**src/hdl/lrup_pkg.sv**
```systemverilog
// Shared types and constants of the LRU pool with idle expiry.
package lrup_pkg;

  localparam int MAX_IDX_W  = 8;
  localparam int MAX_CNT_W  = 9;
  localparam int MAX_KEY_W  = 64;
  localparam int MAX_TIME_W = 64;
  localparam int LIMIT_W    = 32;

  localparam logic [LIMIT_W-1:0] EXPIRY_RESET = 32'd1800;

  typedef enum logic [2:0] {
    STATUS_HIT     = 3'd0,
    STATUS_FILLED  = 3'd1,
    STATUS_EVICTED = 3'd2,
    STATUS_NO_OPEN = 3'd3,
    STATUS_SWEPT   = 3'd4
  } status_t;

  typedef enum logic {
    S_IDLE = 1'b0,
    S_SCAN = 1'b1
  } state_t;

  // Item broadcast to every cell while it walks down the chain.
  typedef struct packed {
    logic                  action;
    logic                  open_ok;
    logic [MAX_KEY_W-1:0]  key;
    logic [MAX_TIME_W-1:0] now;
    logic [LIMIT_W-1:0]    limit;
  } query_t;

  // Scan token handed from cell to cell.
  typedef struct packed {
    logic                  valid;
    logic                  matched;
    logic                  hit;
    logic [MAX_IDX_W-1:0]  hit_idx;
    logic                  free_found;
    logic [MAX_IDX_W-1:0]  free_idx;
    logic                  best_seen;
    logic [MAX_TIME_W-1:0] best_age;
    logic [MAX_IDX_W-1:0]  best_idx;
    logic [MAX_KEY_W-1:0]  best_key;
    logic [MAX_CNT_W-1:0]  dropped;
  } token_t;

  typedef struct packed {
    logic                 en;
    logic [MAX_IDX_W-1:0] idx;
  } fill_t;

endpackage

```
**src/hdl/lrup_cell.sv**
```systemverilog
// One pool slot: holds an entry and updates the scan token passing through it.
module lrup_cell #(
  parameter int MY_IDX    = 0,
  parameter int KEY_BITS  = 64,
  parameter int TIME_BITS = 32
) (
  input  logic             clk,
  input  logic             rst_n,
  input  lrup_pkg::query_t query,
  input  lrup_pkg::fill_t  fill,
  input  lrup_pkg::token_t tok_i,
  output lrup_pkg::token_t tok_o
);

  logic                 valid_r, valid_nxt;
  logic [KEY_BITS-1:0]  key_r, key_nxt;
  logic [TIME_BITS-1:0] last_r, last_nxt;
  lrup_pkg::token_t     tok_r, tok_nxt;

  logic [TIME_BITS-1:0]            now_c;
  logic [TIME_BITS-1:0]            age;
  logic [lrup_pkg::MAX_TIME_W-1:0] age_w;
  logic                            stale;
  logic                            match;
  logic [lrup_pkg::MAX_IDX_W-1:0]  my_idx;

  assign my_idx = lrup_pkg::MAX_IDX_W'(MY_IDX);
  assign now_c  = query.now[TIME_BITS-1:0];
  assign age    = now_c - last_r;
  assign age_w  = lrup_pkg::MAX_TIME_W'(age);
  assign stale  = age_w > lrup_pkg::MAX_TIME_W'(query.limit);
  assign match  = valid_r && (key_r == query.key[KEY_BITS-1:0]);

  always_comb begin
    tok_nxt   = tok_i;
    valid_nxt = valid_r;
    key_nxt   = key_r;
    last_nxt  = last_r;
    if (tok_i.valid) begin
      if (query.action) begin
        if (valid_r && stale) begin
          valid_nxt       = 1'b0;
          tok_nxt.dropped = tok_i.dropped + lrup_pkg::MAX_CNT_W'(1);
        end
      end else begin
        if (!tok_i.matched && match) begin
          tok_nxt.matched = 1'b1;
          if (stale) begin
            valid_nxt       = 1'b0;
            tok_nxt.dropped = lrup_pkg::MAX_CNT_W'(1);
          end else begin
            tok_nxt.hit     = 1'b1;
            tok_nxt.hit_idx = my_idx;
            last_nxt        = now_c;
          end
        end
        if (!tok_i.free_found && !valid_nxt) begin
          tok_nxt.free_found = 1'b1;
          tok_nxt.free_idx   = my_idx;
        end else if (valid_nxt && (!tok_i.best_seen || age_w > tok_i.best_age)) begin
          tok_nxt.best_seen = 1'b1;
          tok_nxt.best_age  = age_w;
          tok_nxt.best_idx  = my_idx;
          tok_nxt.best_key  = lrup_pkg::MAX_KEY_W'(key_r);
        end
      end
    end
    if (fill.en && fill.idx == my_idx) begin
      valid_nxt = 1'b1;
      key_nxt   = query.key[KEY_BITS-1:0];
      last_nxt  = now_c;
    end
  end

  always_ff @(posedge clk) begin
    if (!rst_n) begin
      valid_r <= 1'b0;
      tok_r   <= '0;
    end else begin
      valid_r <= valid_nxt;
      tok_r   <= tok_nxt;
    end
  end

  always_ff @(posedge clk) begin
    key_r  <= key_nxt;
    last_r <= last_nxt;
  end

  assign tok_o = tok_r;

endmodule

```
**config.mk**
```make
export PLATFORM = sky130hd
export DESIGN_NAME = lrup_cell
export DESIGN_NICKNAME = d
export VERILOG_FILES = /design/src/hdl/lrup_pkg.sv /design/src/hdl/lrup_cell.sv
export SDC_FILE = /design/constraint.sdc
export NUM_CORES = 1
export LEC_CHECK = 0
export ABC_CLOCK_PERIOD_IN_PS = 9920
export BUFFER_PORTS_ARGS = -buffer_cell sky130_fd_sc_hd__buf_4
export CAP_MARGIN = 20
export CORE_AREA = 3 3 197 199
export CTS_CLUSTER_SIZE = 20
export DETAILED_ROUTE_END_ITERATION = 8
export DIE_AREA = 0 0 200 202
export PLACE_DENSITY = 0.6
export SLEW_MARGIN = 40
export SYNTH_ARGS = -nofsm -noshare
export SYNTH_HDL_FRONTEND = slang
export SYNTH_SLANG_ARGS = --single-unit
```
**constraint.sdc**
```tcl
create_clock -name clk -period 9.92 [get_ports clk]
set_clock_uncertainty 0.15 [all_clocks]
set_input_delay 0.496 -clock clk [delete_from_list [all_inputs] [get_ports clk]]
set_output_delay 0.496 -clock clk [all_outputs]
set_load 0.02 [all_outputs]
```
==> summary.md, run 1 <==
| Metric | Value |
|---|---|
| Synth Area in Compound Gates | 13.5% |
| GPL Wtd Cong | 0.835 |
| Ys async rst share | 0% |
| Yosys reg bits | 263 |
| Bufs on Longest Clock Path | 3 |
| Simple-gate portion of the synthesized area | 16.3% |
| Main synth FF type | dfxtp_1 |
| Max_cap viols | 0 |
| Max VDD drop | 0.138 mV |
| Synth warn | 0 |
| PortBufs | 471 |
| Pleak | 9.08 nW |
| Setup_tns | 0 ps |
| Layout Nets | 2411 |
| Crit end category | flop |
| TritonCTS sink count | 263 |
| Number of library cell types mapped by synthesis | 69 |
| Number of global-route vias before repair | 12644 |
| Synthesis-to-finish area growth | 53.5% |
| Die Ht | 202 µm |
| CTS tree | yes |
| Via count | 12078 |
| Critical R2R Capture | last_r[13] |
| CP bufs+invs | 4 |
| Delay-heaviest family, CP | simple AND/OR/NAND/NOR gates |
| Hold Path Class | in -> reg |
| CTS clk-pin slew, worst paths | 60 ps |
| Synth Area in XOR/XNOR | 5.10% |
| DRC | 0 |
| Grt ovf | 0 |
| TritonRoute pass-1 iters | 5 |
| Slowest-stage cell, CP | nand2b_4 |
| I/O pins | 505 |
| Endpoints failing setup | 0 |
| Core area | 37400 µm² |
| Clock Tree Root | clkbuf_16 |
| Period Utilization, post-route | 75.9% |
| CP Cell Sequence | dlygate4sd3_1 -> buf_4 -> inv_1 -> ha_1 -> inv_1 -> fa_1 -> a21oi_1 -> o21ai_0 -> a21oi_1 -> a21oi_1 -> o211a_1 -> nor3b_1 -> o21a_1 -> o21ai_0 -> xor2_1 -> ha_1 -> nand4_1 -> or3_1 -> or4_1 -> or3b_4 -> o211ai_2 -> nand4b_1 -> nand2b_4 |
| FP Rows | 71 |
| R2r setup slk | 2730 ps |
| Sequential-to-total area share from yosys stat | 49.0% |
| RSZ-0062 raised after global routing | false |
| Die area | 40400 µm² |
| Met2 global-route usage | 38.7% |
| Hpwl dp | 35.2 mm |
| CP most frequent cell | a21oi_1 |
| Layout cells sized above 1 | 26.7% |
| Reg2reg start | last_r[0] |
| Initial antenna violation count | 1 |
| Yosys top cell area share | 26.3% |
| Max-slew headroom | 46.7% |
| Synth top area cells | dfxtp_1 26%, edfxtp_1 23%, ha_1 9.5% |
| Postcts setup bufs | 0 |
| Syn avg cell area | 9.55 µm² |
| Largest family of logic cells by synthesized area | simple AND/OR/NAND/NOR gates |
| Synth Cell Area | 12700 µm² |
| Initial Util | 34.0% |
| CTS H-tree depth | 1 |
| Mux share of post-synthesis cell area | 0.315% |
| Final antenna-violating net count | 0 |
| Post-synth EDFFs | 96 |
| Cells after synthesis | 1330 |
| Layout Utilization | 52.1% |
| Tot GR Track Use | 22.5% |
| Final Hold Viols | 0 |
| Largest net degree at the start of global routing | 94 |
| WP depth | 23 |
| Post-DR vias/cell | 4.81 |
| Crit path largest cell delay | 740 ps |
| Hold WS | 25.2 ps |
| Worst-Skew Late Latency | 580 ps |
| First-pass GRT wire length | 71.0 mm |
| Leading area contributor after synthesis | dfxtp_1 |
| DRT iter0 DRCs | 637 |
| Chip width | 200 µm |
| PD cells | 142 nW/µm² |
| Slew @ Worst Pin | 795 ps |
| CTS buffer count | 31 |
| Wire per inst | 18.7 µm |
| Critical Path Start | query[32] |
| Crit start category | primary input |
| Setup crit end | last_r[13] |
| Slew Viols, Final | 0 |
| Kind of critical path | in -> reg |
| Critical Path AT | 7590 ps |
| Tmin final | 7530 ps |
| Net count after synthesis | 1766 |
| Max Clock Freq | 133 MHz |
| Peak fanout along the critical path | 32 |
| R2R cell count | 20 |
| Met1 Use GR | 27.2% |
| Synth top cells by count | 194 x nand2_1, 167 x dfxtp_1, 143 x a21oi_1, 137 x inv_1 |
| Status | complete, no violations |
| Adder-Cell Fraction of Synth Area | 9.62% |
| Grt met3 use | 5.65% |
| CP Data Required Time | 9980 ps |
| Grt peak-use layer | met2 |
| Most frequent cell after synthesis | nand2_1 |
| WL final | 47.0 mm |
==> metrics by stage <==
step	power, mW	std cells	setup slack, ps	area, µm²
2_1_floorplan	1.41	1330	1150	12700
3_3_place_gp	1.63	2270	2210	16700
3_5_place_dp	1.64	2270	2410	16700
4_1_cts	2.79	2511	2430	19500
5_1_grt	2.88	2512	1930	19500
6_report	2.76	2512	2390	19500
==> placed cells by master, fill, tap and decap left out, drive strengths merged, types with 4 or more instances in the layout <==
cell	instances
buf	478
nand2	194
dlygate4sd3	183
dfxtp	167
a21oi	143
inv	138
ha	96
edfxtp	96
and3	56
xnor2	54
nor2	49
clkbuf	47
o21ai	33
nand4	28
xor2	20
nand3	19
a21o	19
nor4	17
nor2b	14
nand2b	12
nor3	12
clkinv	11
and2	9
o22ai	9
a31oi	9
o211ai	8
a211oi	6
a211o	4
o21a	4
a2111o	4
or3	4
or4	4
mux2i	4
o2111ai	4
==> where the power goes <==
| group | leakage [nW] | internal, mW | switching (mW) | total [mW] |
|---|---|---|---|---|
| Combinational | 6.35 | 0.261 | 0.253 | 0.515 |
| Clock | 0.470 | 0.616 | 0.463 | 1.08 |
| Sequential | 2.25 | 1.15 | 0.0121 | 1.17 |
| Total | 9.08 | 2.03 | 0.728 | 2.76 |
==> worst min path at each step <==
stage	start	to	cells past startpoint
2_1_floorplan	key_r[33]	tok_o[42]	2
3_3_place_gp	key_r[4]	tok_o[13]	2
3_5_place_dp	key_r[33]	tok_o[42]	2
4_1_cts	tok_i[55]	tok_o[55]	3
5_1_grt	tok_i[131]	tok_o[131]	2
6_report	tok_i[29]	tok_o[29]	3
==> flip-flops by register name (all words and copies together), names as in the netlist <==
register and flops:
last_r 32, valid_r 1, key_r 64, tok_o 166
==> metal layers <==
metal	vias up	share of wire [%]
li1	5912	-
met1	5641	40
met2	439	48
met3	86	7.6
met4	0	3.5
met5	-	0
==> final cells by class <==
| type | instances | area (µm²) |
|---|---|---|
| flip-flops and latches | 263 | 6230 |
| inverters | 138 | 522 |
| well taps | 511 | 639 |
| clock buffers | 47 | 887 |
| clock inverters | 11 | 65.1 |
| diodes | 1 | 2.50 |
| repair buffers | 661 | 5420 |
| multi-input cells | 880 | 5720 |
| fillers | 3383 | 17900 |
==> worst min-delay path, stage by stage <==
cell and delay (ps):
buf_4 110, nand2_1 40, a21oi_1 50
==> logic make-up after synthesis <==
family | after synthesis
and+or+nand+nor | 428
AOI/OAI and AO/OA | 277
DFF | 263
buffers and inverters | 187
adders and majority gates | 97
xor gates and xnor gates | 74
muxes | 4
==> what timing repair did <==
item,in CTS,in global routing
hold buffers,183,0
hold endpoints to repair,183,0
gates resized for setup,0,0
Power figures use the tool's default switching activity.
==> inputs of run 2 (changes only) <==
--- a/config.mk
+++ b/config.mk
@@ -5,14 +5,16 @@
 export SDC_FILE = /design/constraint.sdc
 export NUM_CORES = 1
 export LEC_CHECK = 0
-export ABC_CLOCK_PERIOD_IN_PS = 9920
+export ABC_AREA = 1
+export ABC_CLOCK_PERIOD_IN_PS = 6450
 export BUFFER_PORTS_ARGS = -buffer_cell sky130_fd_sc_hd__buf_4
 export CAP_MARGIN = 20
-export CORE_AREA = 3 3 197 199
+export CORE_ASPECT_RATIO = 0.5
+export CORE_MARGIN = 3
+export CORE_UTILIZATION = 46
 export CTS_CLUSTER_SIZE = 20
 export DETAILED_ROUTE_END_ITERATION = 8
-export DIE_AREA = 0 0 200 202
-export PLACE_DENSITY = 0.6
+export PLACE_DENSITY = 0.78
 export SLEW_MARGIN = 40
 export SYNTH_ARGS = -nofsm -noshare
 export SYNTH_HDL_FRONTEND = slang
==> constraint.sdc (replaced) <==
create_clock -name clk -period 6.45 [get_ports clk]
set_clock_uncertainty 0.15 [all_clocks]
set_input_delay 0.3225 -clock clk [delete_from_list [all_inputs] [get_ports clk]]
set_output_delay 0.3225 -clock clk [all_outputs]
set_load 0.02 [all_outputs]
==> run 2 against run 1 <==
  * Global-route usage increased by 8.8 points
  * Synthesized cell count grew 49%
  * Wire length up 17%
  * Power up 53%
  * Largest cell class is now multi-input gates
  * Via count is 31% higher
==> summary.md, run 2 <==
| Metric | Value |
|---|---|
| Status | complete, no violations |
| GPL Wtd Cong | 0.944 (+13%) |
| Most frequent cell after synthesis | nand2_1 |
| Final Hold Viols | 0 (unchanged) |
| I/O pins | 505 (unchanged) |
| Clock Power Share | 35.9% (-3.2 points) |
| TritonCTS sink count | 263 (unchanged) |
| WHS Path Cells | 5 (+2) |
| Pre-CTS setup slack | 1180 ps (-1220 ps) |
| Sequential-to-total area share from yosys stat | 43.2% (-5.9 points) |
| Max_cap viols | 0 (unchanged) |
| Hpwl dp | 37.2 mm (+5.8%) |
| Layout cells sized above 1 | 19.4% (-7.3 points) |
| Yosys top cell area share | 23.2% (-3.1 points) |
| Ys async rst share | 0% (unchanged) |
| Max Clock Freq | 185 MHz |
| Kind of critical path | in -> reg |
| Clock Tree Root | clkbuf_16 |
| Layout Nets | 3149 (+31%) |
| DRT iter0 DRCs | 1427 (+120%) |
| Die Ht | 131 µm (-35%) |
| Syn avg cell area | 7.26 µm² (-24%) |
| Setup_tns | 0 ps (unchanged) |
| Initial Util | 47.2% (+13 points) |
| Postcts setup bufs | 0 (unchanged) |
| Synth top cells by count | 529 x nand2_1, 366 x inv_1, 330 x nor2_1, 167 x dfxtp_1, 97 x nand3_1 |
| Die area | 33600 µm² (-17%) |
| PortBufs | 471 (unchanged) |
| CTS clk-pin slew, worst paths | 60 ps (about the same) |
| First-pass GRT wire length | 84.4 mm (+19%) |
| Comb pwr share | 21.6% (+2.9 points) |
| Period Utilization, post-route | 83.8% |
| Flop pwr share | 42.5% (+0.2 points) |
| Cells after synthesis | 1986 (+49%) |
| Tmin final | 5400 ps |
| Tot GR Track Use | 31.3% (+8.8 points) |
| Internal power | 3.04 mW (+50%) |
| Commonest non-fill, non-tap cell in the layout | nand2_1 |
| Max VDD drop | 0.158 mV (+14%) |
| Max-slew headroom | 45.4% (-1.3 points) |
| Endpoints failing setup | 0 (unchanged) |
| Wire per inst | 17.3 µm (-7.3%) |
| Via count | 15833 (+31%) |
| Post-synth EDFFs | 96 (unchanged) |
| Bufs on Longest Clock Path | 3 (unchanged) |
| Synthesis-to-finish area growth | 51.1% |
| PD cells | 194 nW/µm² (+37%) |
| Critical Path AT | 5670 ps (-1920 ps) |
| CTS H-tree depth | 1 (unchanged) |
| Final antenna-violating net count | 0 (unchanged) |
| P_sw | 1.18 mW (+62%) |
| Number of library cell types mapped by synthesis | 39 (-43%) |
| R2R cell count | 25 (+25%) |
| WL final | 54.8 mm (+17%) |
| RSZ-0062 raised after global routing | false |
| Peak fanout along the critical path | 42 (+31%) |
| Yosys reg bits | 263 (unchanged) |
| Synth top area cells | dfxtp_1 23%, edfxtp_1 20%, nand2_1 14% |
| Hold Path Class | in -> reg |
| Initial antenna violation count | 7 (+6) |
| Core area | 30600 µm² (-18%) |
| DRC | 0 (unchanged) |
| Post-DR vias/cell | 5.01 (+4.2%) |
| Hold buffer count at CTS | 265 (+45%) |
| Worst-Skew Late Latency | 550 ps (-30 ps) |
| # resized after CTS | 0 (unchanged) |
| Slew Viols, Final | 0 (unchanged) |
| CTS buffer count | 25 (-19%) |
| Largest net degree at the start of global routing | 90 (-4.3%) |
| Met2 global-route usage | 56.4% (+18 points) |
| Worst setup margin | 1050 ps (-1340 ps) |
| Switch share | 27.9% (+1.5 points) |
| Slew @ Worst Pin | 819 ps (+24.0 ps) |
| TritonRoute pass-1 iters | 5 (unchanged) |
| Main synth FF type | dfxtp_1 |
| Number of global-route vias before repair | 15891 (+26%) |
| Net count after synthesis | 2422 (+37%) |
| Leading area contributor after synthesis | dfxtp_1 |
| CP Data Required Time | 6720 ps (-3260 ps) |
| FP Rows | 45 (-37%) |
| Grt peak-use layer | met2 |
| Synth Cell Area | 14400 µm² (+14%) |
| Pleak | 11.8 nW (+30%) |
| CTS tree | yes |
| Crit end category | flop |
| Max reg flops | 166 (unchanged) |
| Met1 Use GR | 37.1% (+9.9 points) |
| Chip width | 256 µm (+28%) |
| Grt met3 use | 5.51% (-0.14 points) |
| Crit start category | primary input |
| Commonest cells after routing, fill and taps aside | 529 x nand2_1, 475 x buf_4, 366 x inv_1 |
| Synth warn | 0 (unchanged) |
| Grt ovf | 0 (unchanged) |
## run 2: changes by cell type after synthesis, moves of 30 or more
cell     before  now
nand3_1      19   97
and3_1       56    1
nand2_1     194  529
inv_1       137  366
a21oi_1     143   80
nor2_1       48  330
xnor2_1      54   24
## run 2: layout make-up
| class | instances | area [µm²] |
|---|---|---|
| antenna | 7 | 17.5 |
| clock buffer | 39 | 741 |
| clock inverter | 6 | 57.6 |
| fill | 2213 | 8780 |
| inverter | 367 | 1380 |
| multi-input combinational | 1311 | 6550 |
| sequential | 263 | 6230 |
| tap | 423 | 529 |
| timing repair buffer | 745 | 6300 |
## run 2: final timing paths
check	startpoint	endpoint	slack, ps
setup / recovery	query[32]	tok_o[71]	1050
hold / removal	tok_i[101]	tok_o[101]	20
setup reg to reg	last_r[0]	tok_o[71]	1240
hold reg to reg	key_r[59]	tok_o[68]	370
## run 2: worst max-delay path, cell delays in order
cell	delay [ps]
dlygate4sd3_1	570
buf_4	150
inv_1	50
ha_1	130
inv_1	60
fa_1	400
nand3_1	100
nand2_1	140
a21boi_1	330
inv_1	110
nand3_1	90
nand3_1	180
a21oi_1	240
xnor2_1	230
ha_1	310
nand2_1	80
o21ai_0	160
nand2_1	100
nand2_1	50
a21oi_1	140
nand2_1	150
nand2_1	150
inv_2	60
nand2_2	100
nand4_4	390
buf_12	360
nor2_1	390
nor2_1	90
## run 2: per-layer routing
metal	share of wire, %	wire length (µm)
met5	0.024	13
met1	39	21200
met3	6.8	3750
met2	50	27200
met4	4.8	2620
## run 2: power by group through the flow
stage	combinational (mW)	sequential (mW)	clock (mW)
final	0.910	1.79	1.52
after global routing	0.990	1.80	1.59
after CTS	0.883	1.79	1.51
after detailed placement	0.743	1.83	0
after global placement	0.727	1.83	0
after floorplan	0.316	1.90	0
## run 2: cells by family (layout without fill, tap and decap cells)
group | Yosys count | after routing | synth area share (%)
other cells | 0 | 7 | 0
fa+ha+maj | 97 | 97 | 8.47
flops | 263 | 263 | 43.2
compound gates | 138 | 138 | 5.09
simple gates | 1033 | 1033 | 29.1
xor+xnor | 43 | 43 | 2.61
buf+inv | 412 | 1157 | 11.5
## run 2: per-stage QoR
| step | hold slack (ps) | instances | power [mW] | area (µm²) | util (%) |
|---|---|---|---|---|---|
| floorplan | 271 | 1986 | 2.21 | 14400 | - |
| global placement | 339 | 2844 | 2.55 | 18300 | 59.9 |
| detailed placement | 355 | 2844 | 2.57 | 18300 | 59.9 |
| CTS | 1.27 | 3154 | 4.19 | 21800 | 71.2 |
| global route | 33.0 | 3160 | 4.37 | 21800 | 71.3 |
| finish | 21.5 | 3161 | 4.22 | 21800 | 71.3 |
